[src/design/cbs_pkg.sv]
// ---------------------------------------------------------------------------
// cbs_pkg: shared types and constants for the cubic Bezier sampler
// Control word carried from the front end to the point engine.
// ---------------------------------------------------------------------------
package cbs_pkg;

   localparam int COORD_W    = 32;
   localparam int STEP_W     = 6;
   localparam int MAX_STEPS_DEF = 63;
   localparam int FRAC_W     = 16;

   typedef struct packed {
      logic signed [COORD_W-1:0] p0_x;
      logic signed [COORD_W-1:0] p0_y;
      logic signed [COORD_W-1:0] p1_x;
      logic signed [COORD_W-1:0] p1_y;
      logic signed [COORD_W-1:0] p2_x;
      logic signed [COORD_W-1:0] p2_y;
      logic signed [COORD_W-1:0] p3_x;
      logic signed [COORD_W-1:0] p3_y;
      logic        [STEP_W-1:0]  steps;
   } curve_type;

endpackage

[src/design/cbs_front.sv]
// ---------------------------------------------------------------------------
// cbs_front: request intake
// Caps the step count, drops empty curves, holds one curve for the back end.
// ---------------------------------------------------------------------------
module cbs_front #(
   parameter int MAX_STEPS = cbs_pkg::MAX_STEPS_DEF
) (
   input  logic                clock,
   input  logic                reset,
   input  logic                accept,
   input  cbs_pkg::curve_type  req_curve,
   output logic                q_valid,
   output cbs_pkg::curve_type  q_curve,
   input  logic                q_pop,
   output logic                q_full
);
   import cbs_pkg::*;

   logic       valid_ff, valid_in;
   curve_type  curve_ff, curve_in;
   curve_type  capped;

   always_comb begin
      capped = req_curve;
      if (req_curve.steps > STEP_W'(MAX_STEPS))
         capped.steps = STEP_W'(MAX_STEPS);
   end

   always_comb begin
      valid_in = valid_ff;
      curve_in = curve_ff;
      if (q_pop)
         valid_in = 1'b0;
      if (accept && capped.steps != '0) begin
         valid_in = 1'b1;
         curve_in = capped;
      end
   end

   always_ff @(posedge clock) begin
      if (reset)
         valid_ff <= 1'b0;
      else
         valid_ff <= valid_in;
      curve_ff <= curve_in;
   end

   assign q_valid = valid_ff;
   assign q_curve = curve_ff;
   assign q_full  = valid_ff;

`ifndef SYNTHESIS
   a_no_pop_empty: assert property (@(posedge clock) disable iff (reset)
      q_pop |-> valid_ff) else $error("pop from empty queue");
   a_no_overwrite: assert property (@(posedge clock) disable iff (reset)
      (valid_ff && !q_pop) |-> !accept) else $error("queue overrun");
   a_nonzero: assert property (@(posedge clock) disable iff (reset)
      valid_ff |-> curve_ff.steps != '0) else $error("empty curve queued");
`endif

endmodule

[config.mk]
export PLATFORM = sky130hd
export DESIGN_NAME = cbs_front
export DESIGN_NICKNAME = d
export VERILOG_FILES = /design/src/design/cbs_pkg.sv /design/src/design/cbs_front.sv
export SDC_FILE = /design/constraint.sdc
export NUM_CORES = 1
export LEC_CHECK = 0
export ABC_AREA = 1
export ABC_CLOCK_PERIOD_IN_PS = 6800
export BUFFER_PORTS_ARGS = -buffer_cell sky130_fd_sc_hd__buf_2
export CAP_MARGIN = 10
export CORE_AREA = 2 2 206 208
export CTS_CLUSTER_DIAMETER = 100
export CTS_CLUSTER_SIZE = 16
export DETAILED_ROUTE_END_ITERATION = 7
export DIE_AREA = 0 0 208 210
export GPL_TIMING_DRIVEN = 1
export PLACE_DENSITY = 0.47
export SYNTH_ARGS = -nofsm -noshare
export SYNTH_HDL_FRONTEND = slang
export SYNTH_SLANG_ARGS = --single-unit
[constraint.sdc]
create_clock -name clock -period 6.8 [get_ports clock]
set_clock_uncertainty 0.15 [all_clocks]
set_input_delay 1.02 -clock clock [delete_from_list [all_inputs] [get_ports clock]]
set_output_delay 1.02 -clock clock [all_outputs]
set_load 0.02 [all_outputs]
==> metrics.yaml <==
worst_setup_path:
  crit_family: "buffers and inverters"
  max_stage_delay_ps: 560
  start_kind: "input port"
  cp.required_ps: 6720
  worstPathMaxFanout: 140
  critPathBufInv: 3
  cpMaxStageDelayCell: "clkinvlp_4"
  critPathKind: "in2reg"
  crit_arrival_ps: 2760
  endpoint_kind: "flop"
  path_cells: "buf_2, nor2_1, nand3_2, nand2_2, clkinvlp_4, buf_12"
synthesis:
  syn_inst: 279
  yosys_warnings: 0
  synth-seq-cells: 263
  synth_top_area_cell: "edfxtp_1"
  synthArstFlopShare_pct: 0
  synth_cell_type_count: 11
  synth_edf_count: 262
  syn_area_per_cell_um2: 28.56
  synth-main-ff-cell: "edfxtp_1"
  synth_top_area_share_pct: 98.74
  synth_common_cells: "edfxtp_1, clkbuf_1, inv_1, nor2_1"
  yosysMostFrequentCell: "edfxtp_1"
  syn_area_mm2: 0.007968
  synth.net_count: 545
  synth.area.top_cells: "edfxtp_1, clkbuf_1, dfxtp_1"
  ys_seq_area_share_pct: 98.99
clock_network:
  cts_sinks: 263
  post_cts.repair.setup_buffers: 0
  cts_root_buf: "clkbuf_16"
  clk_pin_slew_worst_paths_ps: 70
  cts_max_level: 1
  cts_made_buffers: 20
  clock_path_buffers: 3
  clk-insertion-delay-late_ps: 500
  cts_resized: 0
  cts_tree: "built"
  hold_buffers: 0
global_routing:
  grt_util_met2_pct: 16.57
  use_met3_pct: 3.740
  top_usage_layer: "met2"
  grt_pass1_wl_um: 31830
  grt_usage_pct: 9.608
  grtUsageMet1_pct: 11.09
  grt-ovfl-total: 0
  grt_max_degree: 141
  antenna_found_initial: 4
  first_global_vias: 5087
sta:
  rsz0062_at_grt: "false"
  fmax_mhz: 353.1
  post-route-min-period_ps: 2832
  max_slew_margin_pct: 39.17
  timing.hold.ws_ps: 337.2
  tightest_slew_ps: 912.4
  tns_ps: 0
  drv_slew: 0
  period_share_pct: 41.65
  hold_viol: 0
  worst_slack_ps: 3968
  finalSetupViolCount: 0
pwr:
  switchingPower_uw: 857.4
  power_frac_comb_pct: 12.0
  clock_power_share_pct: 32.4
  power_density_mw_per_mm2: 297.0
  switching_share_pct: 24.29
  p_int_mw: 2.672
  vdd_ir_drop_max_uv: 184.5
  seq_power_share_pct: 55.7
  leakage_nw: 4.970
placed_design:
  dp_hpwl_um: 17590
  dp_cells: 1343
  portBuffers: 529
  placed_area_mm2: 0.01130
  place.gp.congestion: 0.7542
  dp_slack_ps: 3565
floorplan:
  die_width_um: 208
  core_area_mm2: 0.04148
  fp.dieArea_mm2: 0.04368
  die_y_um: 210
  start_util_pct: 19.21
  row_count: 75
  io_pins: 530
route:
  first_iter_violations: 208
  wl_um: 22560
  first_pass_iters: 4
  drcViolationCount: 0
  via_per_inst: 3.495
  post_drt_wl_per_cell_um: 16.43
  antenna_left: 0
  vias: 4798
run_status:
  status: "finished clean"
final_layout:
  layout-drive-gt1-share_pct: 67.23
  n_fill_cell: 4275
  nNetsFinal: 1092
  synthToLayoutAreaGrowth_pct: 49.18
  final_cell_area_mm2: 0.01189
  stdcell_count: 1373
job:
  maxCapViolations: 0
hold_path:
  min_path_type: "reg2reg"
==> cells in the final DEF (no fill, tap or decap), types with 2 or more instances in the layout <==
cell,netlist,final
buf_2,0,529
edfxtp_1,262,262
clkbuf_16,0,21
clkbuf_1,6,6
nor2_1,2,2
clkinvlp_4,0,2
buf_4,1,2
==> path summary, 6_finish.rpt <==
check | startpoint | endpoint | slack [ps] | depth (start not counted)
setup / recovery | req_curve[2] | q_curve[30] | 3970 | 6
hold reg to reg | q_full | q_full | 340 | 2
hold / removal | q_full | q_full | 340 | 2
setup reg to reg | q_full | q_full | 6060 | 2
==> cell type report <==
cell class	instances	area, um2	area share, %
sequential	263	7888	66.36
clock inverter	2	37.54	0.3158
multi-input combinational	7	42.54	0.3579
inverter	2	11.26	0.09474
antenna	1	2.502	0.02105
tap	539	674.4	5.674
timing repair buffer	532	2683	22.57
clock buffer	27	548.0	4.611
==> worst min-delay path, cell delays in order (launching register included) <==
cell and delay, ps:
dfxtp_1 320, nand2_1 80, a21oi_2 50
==> registers in the layout, indices dropped and copies added (netlist names) <==
register  cells
q_curve     262
q_full        1
==> power by group through the flow <==
stage / Clock (mW) / Combinational [mW] / Sequential [mW]
floorplan: 0 / 0.0268 / 2.19
global placement: 0 / 0.429 / 2.00
detailed placement: 0 / 0.432 / 2.00
CTS: 1.20 / 0.432 / 1.97
global route: 1.24 / 0.448 / 1.98
finish: 1.14 / 0.423 / 1.96
==> metal layers <==
layer  routed length (um)  part of all wire, %  vias up
met5                   40                 0.18        -
met4                  495                  2.2        6
met3                 2012                  8.9       32
met2                11530                   51      252
met1                 8482                   38     2309
li1                     -                    -     2199
==> cell families (layout without fill, tap and decap cells) <==
group / after synthesis / after routing / synth area share, %
flip-flops: 263 / 263 / 99.00
buffers and inverters: 9 / 563 / 0.4712
other: 0 / 1 / 0
AND/OR/NAND/NOR: 6 / 6 / 0.4241
AO/OA/AOI/OAI: 1 / 1 / 0.1099
==> metrics by stage <==
step,power [mW],util (%)
detailed placement,2.434,27.24
floorplan,2.217,-
global route,3.670,28.65
finish,3.530,28.66
CTS,3.596,28.65
global placement,2.429,27.24
Power figures use the tool's default switching activity.
